--- src/rtl/core/ptsq_pkg.sv ---
`default_nettype none

package ptsq_pkg;

   // Default depth of the profile store.
   localparam int MaxStepsDefault = 8;

   // Command codes carried on the request channel.
   localparam logic [1:0] CMD_SAMPLE = 2'd0;
   localparam logic [1:0] CMD_BEGIN  = 2'd1;
   localparam logic [1:0] CMD_STOP   = 2'd2;
   localparam logic [1:0] CMD_WRITE  = 2'd3;

   // Configuration register indexes.
   localparam logic [1:0] CSR_STEP_COUNT      = 2'd0;
   localparam logic [1:0] CSR_BAND_HALF_WIDTH = 2'd1;
   localparam logic [1:0] CSR_UPDATE_INTERVAL = 2'd2;

   localparam int CsrIndexW = 2;
   localparam int CsrDataW  = 16;

   typedef struct packed {
      logic [1:0]  command;
      logic [31:0] now_ms;
      logic [11:0] temperature_q;
      logic        sensor_fault;
      logic [2:0]  step_slot;
      logic [9:0]  step_temperature;
      logic [31:0] step_hold_ms;
   } req_type;

   typedef struct packed {
      logic       heat_demand;
      logic       sample_ok;
      logic       finished;
      logic [3:0] step_index;
      logic       regulating;
   } rsp_type;

   // One entry of the profile store.
   typedef struct packed {
      logic [9:0]  target;
      logic [31:0] hold_ms;
   } entry_type;

   typedef struct packed {
      logic [3:0]  step_count;
      logic [7:0]  band_half_width;
      logic [15:0] update_interval_ms;
   } cfg_type;

endpackage

`default_nettype wire

--- src/rtl/core/ptsq_ram.sv ---
`default_nettype none

module ptsq_ram #(
   parameter int WIDTH = 8,
   parameter int DEPTH = 8,
   localparam int AddrW = (DEPTH > 1) ? $clog2(DEPTH) : 1
) (
   input  wire logic             clock,
   input  wire logic             wr_en,
   input  wire logic [AddrW-1:0] wr_addr,
   input  wire logic [WIDTH-1:0] wr_data,
   input  wire logic [AddrW-1:0] rd_addr,
   output logic      [WIDTH-1:0] rd_data
);

   logic [WIDTH-1:0] mem [DEPTH];
   logic [WIDTH-1:0] rd_data_ff;

   always_ff @(posedge clock) begin
      if (wr_en) begin
         mem[wr_addr] <= wr_data;
      end
      rd_data_ff <= mem[rd_addr];
   end

   assign rd_data = rd_data_ff;

endmodule

`default_nettype wire

--- src/rtl/core/ptsq_engine.sv ---
`default_nettype none

module ptsq_engine import ptsq_pkg::*; #(
   parameter int MAX_STEPS = MaxStepsDefault,
   localparam int AddrW = (MAX_STEPS > 1) ? $clog2(MAX_STEPS) : 1
) (
   input  wire logic             clock,
   input  wire logic             reset,
   input  wire logic             accept,
   input  wire req_type          req,
   input  wire cfg_type          cfg,
   input  wire entry_type        rd_entry,
   output logic [AddrW-1:0]      rd_addr,
   output logic                  wr_en,
   output logic [AddrW-1:0]      wr_addr,
   output entry_type             wr_entry,
   output rsp_type               result
);

   // Largest step count that can take effect, held in the 4-bit count width.
   localparam logic [3:0] CountCap = 4'((MAX_STEPS > 15) ? 15 : MAX_STEPS);
   localparam logic [6:0] SlotLimit = 7'((MAX_STEPS > 64) ? 64 : MAX_STEPS);

   logic        heater_ff, heater_in;
   logic [3:0]  step_ff, step_in;
   logic        hold_active_ff, hold_active_in;
   logic [31:0] hold_start_ff, hold_start_in;
   logic [31:0] last_update_ff, last_update_in;
   logic        fwd_valid_ff, fwd_valid_in;
   entry_type   fwd_entry_ff;

   entry_type          entry;
   logic [3:0]         eff_count;
   logic               slot_ok;
   logic signed [11:0] band_lo_deg, band_hi_deg;
   logic signed [13:0] band_lo, band_hi, temp_s;
   logic               above, below, in_band, started, ok;
   logic [31:0]        hold_ref;

   // The store read was issued last cycle at the present step; a write to that
   // step in the same cycle is taken from the bypass register instead.
   assign entry = fwd_valid_ff ? fwd_entry_ff : rd_entry;

   assign eff_count = (cfg.step_count > CountCap) ? CountCap : cfg.step_count;
   assign slot_ok   = {4'd0, req.step_slot} < SlotLimit;

   assign band_lo_deg = $signed({2'b00, entry.target}) - $signed({4'd0, cfg.band_half_width});
   assign band_hi_deg = $signed({2'b00, entry.target}) + $signed({4'd0, cfg.band_half_width});
   assign band_lo     = {band_lo_deg, 2'b00};
   assign band_hi     = {band_hi_deg, 2'b00};
   assign temp_s      = $signed({2'b00, req.temperature_q});

   assign above   = temp_s > band_hi;
   assign below   = temp_s < band_lo;
   assign in_band = (temp_s > band_lo) && (temp_s < band_hi);

   always_comb begin
      heater_in      = heater_ff;
      step_in        = step_ff;
      hold_active_in = hold_active_ff;
      hold_start_in  = hold_start_ff;
      last_update_in = last_update_ff;
      started        = 1'b0;
      hold_ref       = hold_start_ff;
      ok             = 1'b0;
      if (accept) begin
         case (req.command)
            CMD_SAMPLE: begin
               if (step_ff >= eff_count) begin
                  ok = 1'b0;
               end else if ((req.now_ms - last_update_ff) < {16'd0, cfg.update_interval_ms}) begin
                  ok = 1'b1;
               end else begin
                  last_update_in = req.now_ms;
                  if (!req.sensor_fault) begin
                     ok = 1'b1;
                     started = !hold_active_ff && in_band;
                     if (started) begin
                        hold_active_in = 1'b1;
                        hold_start_in  = req.now_ms;
                        hold_ref       = req.now_ms;
                     end
                     if (above) begin
                        heater_in = 1'b0;
                     end else if (below) begin
                        heater_in = 1'b1;
                     end else if (hold_active_in &&
                                  ((req.now_ms - hold_ref) >= entry.hold_ms)) begin
                        step_in        = step_ff + 4'd1;
                        hold_active_in = 1'b0;
                     end
                  end
               end
            end
            CMD_BEGIN: begin
               step_in        = 4'd0;
               hold_active_in = 1'b0;
            end
            CMD_STOP: begin
               step_in = eff_count;
            end
            default: begin
            end
         endcase
      end
   end

   assign wr_en             = accept && (req.command == CMD_WRITE) && slot_ok;
   assign wr_addr           = AddrW'(req.step_slot);
   assign wr_entry.target   = req.step_temperature;
   assign wr_entry.hold_ms  = req.step_hold_ms;
   assign rd_addr           = AddrW'(step_in);
   assign fwd_valid_in      = wr_en && ({1'b0, req.step_slot} == step_in);

   assign result.heat_demand = heater_in;
   assign result.sample_ok   = ok;
   assign result.finished    = step_in >= eff_count;
   assign result.step_index  = step_in;
   assign result.regulating  = hold_active_in;

   always_ff @(posedge clock) begin
      if (reset) begin
         heater_ff      <= 1'b0;
         step_ff        <= 4'd0;
         hold_active_ff <= 1'b0;
         hold_start_ff  <= 32'd0;
         last_update_ff <= 32'd0;
         fwd_valid_ff   <= 1'b0;
      end else begin
         heater_ff      <= heater_in;
         step_ff        <= step_in;
         hold_active_ff <= hold_active_in;
         hold_start_ff  <= hold_start_in;
         last_update_ff <= last_update_in;
         fwd_valid_ff   <= fwd_valid_in;
      end
   end

   always_ff @(posedge clock) begin
      fwd_entry_ff <= wr_entry;
   end

endmodule

`default_nettype wire

--- src/rtl/core/ptsq_out.sv ---
`default_nettype none

module ptsq_out import ptsq_pkg::*; (
   input  wire logic    clock,
   input  wire logic    reset,
   input  wire logic    push,
   input  wire rsp_type push_data,
   output logic         full,
   output logic         rsp_valid,
   input  wire logic    rsp_stall,
   output rsp_type      rsp_data
);

   logic    main_valid_ff, main_valid_in;
   logic    skid_valid_ff, skid_valid_in;
   rsp_type main_ff, main_in;
   rsp_type skid_ff, skid_in;
   logic    take;

   assign take = main_valid_ff && !rsp_stall;

   always_comb begin
      main_valid_in = main_valid_ff;
      main_in       = main_ff;
      skid_valid_in = skid_valid_ff;
      skid_in       = skid_ff;
      if (take) begin
         main_valid_in = skid_valid_ff;
         main_in       = skid_ff;
         skid_valid_in = 1'b0;
      end
      if (push) begin
         if (!main_valid_in) begin
            main_valid_in = 1'b1;
            main_in       = push_data;
         end else begin
            skid_valid_in = 1'b1;
            skid_in       = push_data;
         end
      end
   end

   always_ff @(posedge clock) begin
      if (reset) begin
         main_valid_ff <= 1'b0;
         skid_valid_ff <= 1'b0;
      end else begin
         main_valid_ff <= main_valid_in;
         skid_valid_ff <= skid_valid_in;
      end
   end

   always_ff @(posedge clock) begin
      main_ff <= main_in;
      skid_ff <= skid_in;
   end

   assign full      = skid_valid_ff;
   assign rsp_valid = main_valid_ff;
   assign rsp_data  = main_ff;

endmodule

`default_nettype wire

--- src/rtl/core/profile_thermostat_sequencer_core.sv ---
`default_nettype none

// Stepped-profile thermostat. Each request beat carries one command (sample,
// begin, stop or write a profile step) and produces exactly one response beat
// with the heater level, the sample status, the finished flag, the step index
// and the regulating flag as they stand after that command. The block takes one
// beat per clock cycle, back to back, while req_stall is low; each response is
// registered and appears the cycle after its request is taken unless an older
// one is stalled. The profile targets and hold times live in a synchronous
// RAM whose read address always follows the current step, so the entry for the
// step in force is ready when the next sample arrives; a write to the current
// step is taken from a bypass register. Nothing in the profile store is cleared
// at reset, so every step must be written before the profile is started. The
// response side has a two-beat buffer: a beat is still taken while one response
// waits, and req_stall rises only once both places are occupied. Configuration
// writes should only be made while no beat is in flight.

module profile_thermostat_sequencer_core import ptsq_pkg::*; #(
   parameter int MAX_STEPS = MaxStepsDefault
) (
   input  wire logic                 clock,
   input  wire logic                 reset,
   input  wire logic                 req_valid,
   output logic                      req_stall,
   input  wire req_type              req_data,
   output logic                      rsp_valid,
   input  wire logic                 rsp_stall,
   output rsp_type                   rsp_data,
   input  wire logic                 csr_wr_en,
   input  wire logic [CsrIndexW-1:0] csr_index,
   input  wire logic [CsrDataW-1:0]  csr_wr_data
);

   localparam int AddrW = (MAX_STEPS > 1) ? $clog2(MAX_STEPS) : 1;

   // Configuration registers.
   cfg_type   cfg_ff, cfg_in;

   logic      accept;
   logic      out_full;
   rsp_type   result;
   logic      wr_en;
   logic [AddrW-1:0] wr_addr, rd_addr;
   entry_type wr_entry, rd_entry;

   always_comb begin
      cfg_in = cfg_ff;
      if (csr_wr_en) begin
         case (csr_index)
            CSR_STEP_COUNT:      cfg_in.step_count         = csr_wr_data[3:0];
            CSR_BAND_HALF_WIDTH: cfg_in.band_half_width    = csr_wr_data[7:0];
            CSR_UPDATE_INTERVAL: cfg_in.update_interval_ms = csr_wr_data;
            default: begin
            end
         endcase
      end
   end

   always_ff @(posedge clock) begin
      if (reset) begin
         cfg_ff <= '0;
      end else begin
         cfg_ff <= cfg_in;
      end
   end

   // A beat is taken whenever the response buffer has a free place.
   assign req_stall = out_full;
   assign accept    = req_valid && !out_full;

   // Profile store: one entry per step, target and hold time side by side.
   ptsq_ram #(
      .WIDTH ($bits(entry_type)),
      .DEPTH (MAX_STEPS)
   ) u_profile (
      .clock   (clock),
      .wr_en   (wr_en),
      .wr_addr (wr_addr),
      .wr_data (wr_entry),
      .rd_addr (rd_addr),
      .rd_data (rd_entry)
   );

   ptsq_engine #(
      .MAX_STEPS (MAX_STEPS)
   ) u_engine (
      .clock    (clock),
      .reset    (reset),
      .accept   (accept),
      .req      (req_data),
      .cfg      (cfg_ff),
      .rd_entry (rd_entry),
      .rd_addr  (rd_addr),
      .wr_en    (wr_en),
      .wr_addr  (wr_addr),
      .wr_entry (wr_entry),
      .result   (result)
   );

   ptsq_out u_out (
      .clock     (clock),
      .reset     (reset),
      .push      (accept),
      .push_data (result),
      .full      (out_full),
      .rsp_valid (rsp_valid),
      .rsp_stall (rsp_stall),
      .rsp_data  (rsp_data)
   );

endmodule

`default_nettype wire

--- config.mk ---
export PLATFORM = sky130hd
export DESIGN_NAME = profile_thermostat_sequencer_core
export DESIGN_NICKNAME = d
export VERILOG_FILES = /design/src/rtl/core/ptsq_pkg.sv /design/src/rtl/core/ptsq_ram.sv /design/src/rtl/core/ptsq_engine.sv /design/src/rtl/core/ptsq_out.sv /design/src/rtl/core/profile_thermostat_sequencer_core.sv
export SDC_FILE = /design/constraint.sdc
export NUM_CORES = 1
export LEC_CHECK = 0
export BUFFER_PORTS_ARGS = -buffer_cell sky130_fd_sc_hd__buf_4
export CAP_MARGIN = 5
export CORE_MARGIN = 2
export CORE_UTILIZATION = 58
export DETAILED_ROUTE_END_ITERATION = 10
export MAX_ROUTING_LAYER = met4
export PLACE_DENSITY_LB_ADDON = 0.25
export SLEW_MARGIN = 20
export SYNTH_ARGS = -nofsm -noshare
export SYNTH_HDL_FRONTEND = slang
export SYNTH_HIERARCHICAL = 1
export SYNTH_SLANG_ARGS = --single-unit
--- constraint.sdc ---
create_clock -name clock -period 11.8 [get_ports clock]
set_input_delay 1.18 -clock clock [delete_from_list [all_inputs] [get_ports clock]]
set_output_delay 1.18 -clock clock [all_outputs]
set_load 0.01 [all_outputs]
* Yosys cells after proc, flatten, opt, wreduce, memory -nomap -nowiden *
Memories as Yosys holds them, arrays and structs flattened. A register that Yosys moved wholly into a read port is not among the register bits.
Index checks and enable logic that the tools add are counted.

storage, ports and cells
  word-level logic and storage cells = 116
  bits in latches = 0
  memory bits (read-only) = 0
  memories = 1
  register bits = 159
  RAM bits = 336

cells by class
  equal/unequal tests = 6
  bitwise logic cells = 3
  order comparisons = 9
  reduce and logical (&&, ||, !) cells = 18
  muxes and demuxes = 51
  multipliers = 0
  $add $sub $neg = 5
  div/mod/pow operators = 0
  shifts and indexed selects = 0

memory list
  memory         words  bits a word  rd ports  clocked after Yosys merged registers in  wr ports  line            text
  u_profile.mem  8      42           1         1                                        1         ptsq_ram.sv:16  logic [WIDTH-1:0] mem [DEPTH];

operators by type and width
  operator             number
  $mux 32              6
  $sub 32x32->32       2
  $mux 42              1
  $ge 32x32->1         1
  $lt 32x16->1         1
  $mux 4               8
  $mux 1               31
  $gt 13x14->1         2
  $lt 13x14->1         2
  $mux 8               3
  $pmux 4 s3           1
  $add 10x8->11        1
  $sub 10x8->11        1
  $ge 4x4->1           2
  $reduce_and 2->1     4
  $logic_and 1x1->1    7
  $eq 2x2->1 const B   3
  $reduce_and 5->1     1
  $add 4x1->4 const B  1
  $eq 2x1->1 const B   2
  $eq 3x4->1           1
  $gt 4x4->1 const B   1
  $logic_not 2->1      2
  $reduce_and 4->1     1
  3 further kinds      7

* Depth between registers and ports, before layout *
Gate-level depths: netlist of run 1.

  depth after elaboration = 25
  depth in mapped cells = 61
  depth with buffers taken out = 58

* Hierarchy *
The synthesis of run 1 kept the hierarchy.

by module, submodules not included
  module                             instances  area each (µm²)  cells an instance
  ptsq_ram                           1          13503.0          540
  ptsq_engine                        1          10538.9          1264
  profile_thermostat_sequencer_core  1          1199.9           113
  ptsq_out                           1          680.7            55

* Worst setup path before layout of run 1 *
OpenSTA, ideal clock, no wires.

  path kind = reg-to-reg
  start point = register u_engine.fwd_valid_ff
  end point = register u_profile.rd_data_ff[0], in the netlist u_profile/rd_data[0] (read register of u_profile.mem)
  cell stages (with the launch flop) = 56
  setup time = 121 ps
  required time = 11679 ps
  data arrival time = 10541 ps
  path slack = 1138 ps
  path buffers = 6
  path through = dfxtp_1 -> clkbuf_1 -> clkbuf_1 -> mux2_2 -> ha_1 -> inv_1 -> a21oi_1 -> nor2_1 -> nor2_1 -> nor2_1 -> nor2_1 -> nor2_1 -> nor2_1 -> o21bai_1 -> a21oi_1 -> nor2_1 -> o21bai_1 -> xnor2_1 -> (+20 left out) -> o21ai_0 -> nand2b_1 -> a21oi_1 -> xor2_1 -> ha_1 -> nand4_1 -> nor2_1 -> o21ai_0 -> a311oi_1 -> o21ai_0 -> nor2b_1 -> nand3_1 -> mux2_2 -> o21bai_1 -> buf_6 -> buf_6 -> mux4_2 -> mux2_2

between the ends
  word-level cells in the longest chain between the ends = 22
  elaborated cells between the ends (all ways) = 32

RTL lines
  element                                         line                                     text
  from (decl)                                     ptsq_engine.sv:29                        logic fwd_valid_ff, fwd_valid_in;
  from (signal assigned)                          ptsq_engine.sv:135                       fwd_valid_ff <= fwd_valid_in;
  $mux 42 *                                       ptsq_engine.sv:42                        assign entry = fwd_valid_ff ? fwd_entry_ff : rd_entry;
  $sub 10x8->11 or $add 10x8->11 (tied branches)  ptsq_engine.sv:47, ptsq_engine.sv:48
  $gt 13x14->1 or $lt 13x14->1 (tied branches)    ptsq_engine.sv:55                        assign in_band = (temp_s > band_lo) && (temp_s < band_hi);
  $logic_and 1x1->1                               ptsq_engine.sv:55
  $logic_and 1x1->1                               ptsq_engine.sv:77                        started = !hold_active_ff && in_band;
  $mux 32                                         ptsq_engine.sv:78                        if (started) begin
  $mux 32                                         ptsq_engine.sv:75                        if (!req.sensor_fault) begin
  $mux 32                                         ptsq_engine.sv:71                        end else if ((req.now_ms - last_update_ff) < {16'd0, cfg.update_interval_ms}) begin
  (+7 left out)                                   n/a
  $mux 4                                          ptsq_engine.sv:85                        end else if (below) begin
  $mux 4 *                                        ptsq_engine.sv:83                        if (above) begin
  $mux 4 *                                        ptsq_engine.sv:75
  $mux 4 *                                        ptsq_engine.sv:71
  $mux 4 *                                        ptsq_engine.sv:69                        if (step_ff >= eff_count) begin
  $pmux 4 s3 *                                    ptsq_engine.sv:67                        case (req.command)
  $mux 4 *                                        ptsq_engine.sv:66                        if (accept) begin
  net rd_addr[0]                                  profile_thermostat_sequencer_core.sv:43  logic [AddrW-1:0] wr_addr, rd_addr;
  to (decl)                                       ptsq_ram.sv:17                           logic [WIDTH-1:0] rd_data_ff;

The timed path passes the listed nets; every way through them passes the cells marked *. The select of a mux whose other input is x is not followed.
A chain may end at the register's enable or synchronous reset.

* Final worst setup path of run 1 *
  start point = register u_engine.fwd_valid_ff
  end point = register u_profile.rd_data_ff[1], in the netlist u_profile/rd_data[1] (read register of u_profile.mem)

The elaborated chain is that of the path after synthesis.

==> results of run 1 <==
## cell usage after synthesis (40+ instances only)
cell type / count
nand2b_1: 64
o21ai_0: 48
mux4_2: 84
nor2_1: 137
ha_1: 158
a21oi_1: 84
inv_1: 97
mux2i_1: 134
edfxtp_1: 344
dfxtp_1: 193
nand2_1: 56
xnor2_1: 41
mux2_2: 52
buf_4: 51
a211oi_1: 43
clkbuf_1: 40
## kinds of logic after synthesis
logic type                 after synthesis
xor gates and xnor gates                63
buffers and inverters                  220
AOI/OAI and AO/OA                      323
muxes                                  271
DFF                                    537
and+or+nand+nor                        396
adders and majority gates              162
## worst max-delay path: cells and delay by family, from the launching register on
family / cells / cell delay (ps)
AO/OA/AOI/OAI: 22 / 4450
adder cells (fa/ha/maj): 6 / 1800
multiplexers: 5 / 1770
AND/OR/NAND/NOR: 7 / 1580
buffers and inverters: 4 / 540
flip-flops: 1 / 440
XOR/XNOR: 2 / 330
## report_power, final
| part | internal, mW | leakage [nW] | total, mW | switching [mW] |
|---|---|---|---|---|
| combinational | 0.338 | 5.05 | 0.765 | 0.427 |
| clock | 0.974 | 0.847 | 1.70 | 0.723 |
| sequential | 2.04 | 4.70 | 2.05 | 0.0164 |
| total | 3.35 | 10.6 | 4.52 | 1.17 |
## per-layer routing
layer	up-vias	GRT usage [%]	wire (um)
met4	0	6.53	1110
li1	7507	-	-
met3	83	3.27	2900
met5	-	-	0
met1	7881	34.1	25000
met2	420	39.7	26500
## path summary, 6_finish.rpt
check / end / slack, ps
max reg2reg: u_profile/rd_data[1] / 770
max: u_profile/rd_data[1] / 770
min reg2reg: u_engine/last_update_ff[0] / 460
min: u_engine/last_update_ff[0] / 460
## stage by stage
step	setup slack [ps]	cells	hold WS, ps	power, mW	instance area [um2]
6_report	772	2694	464	4.52	29000
5_1_grt	37.8	2694	491	4.71	29000
4_1_cts	215	2687	464	4.54	28900
3_5_place_dp	18.0	2587	455	2.84	27200
3_3_place_gp	267	2587	447	2.82	27200
2_1_floorplan	1140	1972	440	2.65	25900
## state kept, by name, summed over array words and instances, names as in the netlist, 4 cells and up
register	count
cfg_ff	28
u_engine/fwd_entry_ff	42
u_engine/hold_start_ff	32
u_engine/last_update_ff	32
u_engine/step_ff	4
u_out/rsp_data	8
u_out/skid_ff	8
u_profile/mem	336
u_profile/rd_data	42
## timing repair
item	in CTS	in global routing
endpoints found under the hold margin	0	0
hold buffers	0	0
gates resized for setup	1	12
pin swaps	0	2
setup endpoints to repair	6	44
setup buffers	0	5
## area by class of cell
cell class / count / area [um2] / share of cell area, %
Inverter: 98 / 368 / 1.27
Tap cell: 592 / 741 / 2.55
Multi-Input combinational cell: 1215 / 10700 / 37.0
Antenna cell: 2 / 5.00 / 0.0172
Clock buffer: 70 / 1430 / 4.93
Clock inverter: 30 / 334 / 1.15
Timing Repair Buffer: 150 / 1220 / 4.19
Sequential cell: 537 / 14200 / 48.9
==> results.toml, run 1 <==
[die]
fp-row-count = 77
dieHeight_um = 215
boundaryPins = 125
fp.dieArea_um2 = 46400
die_w_um = 215
coreArea_um2 = 44100
start_util_pct = 58.7

[grt]
grt_usage_pct = 24.9
grt_overflow = 0
antenna_found_initial = 2
grt_pass1_wl_um = 87500
grt_max_degree = 70
grt_pass1_vias = 15742

[cells_and_area]
fill_cells = 3167
layout_commonest_cell = "edfxtp_1"
final_util_pct = 65.8
syn_to_final_growth_pct = 12.0
layout_common_cells = "edfxtp_1 (344), dfxtp_1 (192), ha_1 (158)"
drive_above_1_share_pct = 19.2
nets = 2332

[clock_network]
clkLatencyLatePin_ps = 620
cts_sinks = 537
path_clk_slew_ps = 70
cts_tree = "done"
cts_buffers = 53
root_buffer = "clkbuf_16"
max-clock-path-buffers = 3
h-tree-depth = 2

[worst_setup_path]
cp_slowest_cell = "mux4_2"
r2r-start = "u_engine/fwd_valid_ff"
critPathRequiredTime_ps = 12290
crit_fanout = 30
slowest_delay_ps = 560
path_class = "reg -> reg"
worstPathArrival_ps = 11510
reg2reg_depth = 46
end_kind = "flip-flop"
startpoint_type = "flip-flop"
worstSetupStartpoint = "u_engine/fwd_valid_ff"

[sta]
finalSetupTns_ps = 0
hold_violations = 0
clock_skew_ps = 33.1
max_freq_mhz = 90.7
slew_viol_final = 0
worst_pin_slew_ps = 898
fin_crit_sh_pct = 93.5
rsz0062_at_grt = "false"
relSlewSlack_pct = 40.1
setup_viol = 0
finalCriticalPeriod_ps = 11030

[placed_design]
port_buffers = 124
dpl.hpwl_um = 36100
place_congestion = 0.874

[logic_synthesis]
synth_ff_type = "edfxtp_1"
synth_warnings = 6
synthXorXnorAreaFrac_pct = 2.13
synth-compound-area-share_pct = 8.46
synth_cell_types = 84
netlist_area_um2 = 25900
synth_edf_count = 344
synth_top_area_share_pct = 39.8
synth_mux_area_share_pct = 14.8
synth_area_per_cell_um2 = 13.1
synthArstFlopShare_pct = 0
ys_top_cells_by_area = "edfxtp_1 (40%), dfxtp_1 (15%), ha_1 (7.6%), mux4_2 (7.3%), mux2i_1 (5.2%)"
syn_nets = 2249
syn_inst = 1972
synth_adder_area_share_pct = 7.94
synth_top_family_by_area = "multiplexers"
synth-simple-area-share_pct = 7.66
ys_seq_elements = 537
synth_area_leader_cell = "edfxtp_1"
ys_seq_area_share_pct = 54.8

[routing]
drc = 0
dr.first_iter.drc_count = 1249
drt-total-wl_um = 55500
drtPass1Iterations = 5
num_vias = 15891
routedWlPerCell_um = 20.6
viasPerCell = 5.90
final_antenna_net_count = 0

[power_and_ir_drop]
power_density_nw_per_um2 = 156
power_leakage_nw = 10.6
ir_drop_uv = 114

[outcome]
status = "finished, final reports clean"

[run]
drv_cap = 0

[hold_path]
worstHoldStart = "u_engine/last_update_ff[0]"
min_path_type = "reg -> reg"
hold_depth = 2
No activity file was read; power rests on OpenSTA's default activity.
==> inputs of run 2 (changes only) <==
--- a/config.mk
+++ b/config.mk
@@ -5,9 +5,8 @@
 export SDC_FILE = /design/constraint.sdc
 export NUM_CORES = 1
 export LEC_CHECK = 0
-export BUFFER_PORTS_ARGS = -buffer_cell sky130_fd_sc_hd__buf_4
+export BUFFER_PORTS_ARGS = -buffer_cell sky130_fd_sc_hd__buf_2
 export CAP_MARGIN = 5
-export CORE_MARGIN = 2
 export CORE_UTILIZATION = 58
 export DETAILED_ROUTE_END_ITERATION = 10
 export MAX_ROUTING_LAYER = met4
==> run 2 against run 1 <==
  * Global-route usage up 0.38 points
  * Maximum frequency about the same
  * Design area is 1.2% lower
  * Sequential power about the same
  * Hold slack better by 11 ps
  * Largest power group unchanged
  * Highest routed layer unchanged
  * Sequential share of layout area increased by 0.60 points
==> results.toml, run 2 (synthesized netlist as in run 1, its figures left out) <==
[outcome]
status = "finished, final reports clean"

[worst_setup_path]
path_buf_inv = 4
r2r_setup_slack_ps = 780
r2r_end = "u_profile/rd_data[23]"
path_class = "reg -> reg"
r2r-start = "u_engine/fwd_valid_ff"
critPathRequiredTime_ps = 12310
startpoint_type = "flip-flop"
slowest_delay_ps = 540
crit_fanout = 28
path_common_cell = "a21oi_1"
reg2reg_depth = 46
end_kind = "flip-flop"
cp_slowest_cell = "mux4_2"
path_delay_family = "compound AO/OA/AOI/OAI gates"
worstPathArrival_ps = 11530

[routing]
routedWlPerCell_um = 20.5
viasPerCell = 5.80
drc = 0
drt-total-wl_um = 55200
num_vias = 15650
dr.first_iter.drc_count = 1119
drtPass1Iterations = 5
final_antenna_net_count = 0

[cells_and_area]
final_util_pct = 65.0
layout_commonest_cell = "edfxtp_1"
fill_cells = 3217
nets = 2331
largest_register = "u_profile/mem"
layout_common_cells = "edfxtp_1 (344), dfxtp_1 (192), ha_1 (158)"
drive_above_1_share_pct = 18.9
syn_to_final_growth_pct = 10.6
multi_input_area_um2 = 10700
seq_area_um2 = 14200
largest_register_ffs = 336

[clock_network]
h-tree-depth = 2
cts_tree = "done"
path_clk_slew_ps = 60
root_buffer = "clkbuf_16"
cts_sinks = 537
clkLatencyLatePin_ps = 620
cts_buffers = 51
max-clock-path-buffers = 3
cts_hold_buf = 0

[placed_design]
place_congestion = 0.908
port_buffers = 124
dpl.hpwl_um = 36300

[grt]
grt_overflow = 0
grt_usage_pct = 25.3
grt_max_degree = 117
grt_pass1_vias = 15460
grt_pass1_wl_um = 85200
antenna_found_initial = 8

[sta]
finalSetupTns_ps = 0
rsz0062_at_grt = "false"
slew_viol_final = 0
holdWs_ps = 475
finalCriticalPeriod_ps = 11020
worst_pin_slew_ps = 919
max_freq_mhz = 90.8
clock_skew_ps = 50.4
relSlewSlack_pct = 38.7
setup_viol = 0
hold_violations = 0
fin_crit_sh_pct = 93.4

[die]
boundaryPins = 125
start_util_pct = 58.7
die_w_um = 213
dieHeight_um = 213
fp.dieArea_um2 = 45500
fp-row-count = 77
coreArea_um2 = 44100

[power_and_ir_drop]
total_power_mw = 4.46
ir_drop_uv = 124
power_density_nw_per_um2 = 156
power_leakage_nw = 10.5

[hold_path]
min_to = "u_engine/last_update_ff[0]"
hold_depth = 2
worstHoldStart = "u_engine/last_update_ff[0]"
min_path_type = "reg -> reg"

[run]
drv_cap = 0
run 2: cell types whose count changed in the layout (fill, tap and decap cells not counted), moves of 2 or more:
cell        before  now
o31ai_1          4    6
buf_16           0    2
buf_12           7    3
diode_2          2    8
inv_6            5    0
buf_2            0  123
o31ai_2          2    0
clkinv_2         6   10
clkinvlp_4       4    2
clkinv_1         8    5
buf_4          142   21
clkbuf_8         2    4
run 2: per-layer routing:
layer / routed length [um] / global-route usage, % / up-vias
met5: 0 / - / -
met4: 1150 / 7.64 / 0
met3: 2850 / 3.66 / 80
met2: 26500 / 40.1 / 377
met1: 24700 / 33.9 / 7684
li1: - / - / 7509
run 2: worst max path at each step:
stage / endpoint / cells after the start / start
floorplan: u_profile/rd_data[0] / 55 / u_engine/fwd_valid_ff
global placement: u_profile/rd_data[25] / 46 / u_engine/fwd_valid_ff
detailed placement: u_profile/rd_data[23] / 46 / u_engine/fwd_valid_ff
CTS: u_profile/rd_data[2] / 46 / u_engine/fwd_valid_ff
global route: u_profile/rd_data[14] / 46 / u_engine/fwd_valid_ff
finish: u_profile/rd_data[23] / 46 / u_engine/fwd_valid_ff
run 2: power breakdown:
group / internal [mW] / leakage [nW] / total [mW] / switching [mW]
clock: 0.953 / 0.837 / 1.66 / 0.710
sequential: 2.04 / 4.70 / 2.05 / 0.0167
combinational: 0.324 / 4.96 / 0.745 / 0.421
run 2: worst reg2reg max path: cells and delay by family (launching register included):
kind | cells | cell delay [ps]
compound gates | 22 | 4560
xor+xnor | 2 | 350
fa+ha+maj | 6 | 1790
buf+inv | 4 | 580
flops | 1 | 430
mux | 5 | 1740
simple gates | 7 | 1490
run 2: repair_timing:
action                                  in CTS  in global routing
setup buffers                                0                  4
endpoints found under the setup margin       0                 44
gates resized for setup                      0                  7
endpoints found under the hold margin        0                  0
run 2: cell type report:
class	count	share of cell area, %
flip-flops and latches	537	49.5
multi-input cells	1215	37.3
clock buffers	69	4.90
repair buffers	151	3.22
well taps	592	2.58
inverters	98	1.28
clock inverters	26	1.11
diodes	8	0.0698
run 2: per-stage QoR:
step	worst slack, ps	cells	cell area [um2]
2_1_floorplan	1140	1972	25900
6_report	781	2696	28700
3_5_place_dp	87.2	2587	26800
3_3_place_gp	410	2587	26800
5_1_grt	10.3	2696	28700
4_1_cts	6.92	2682	28500
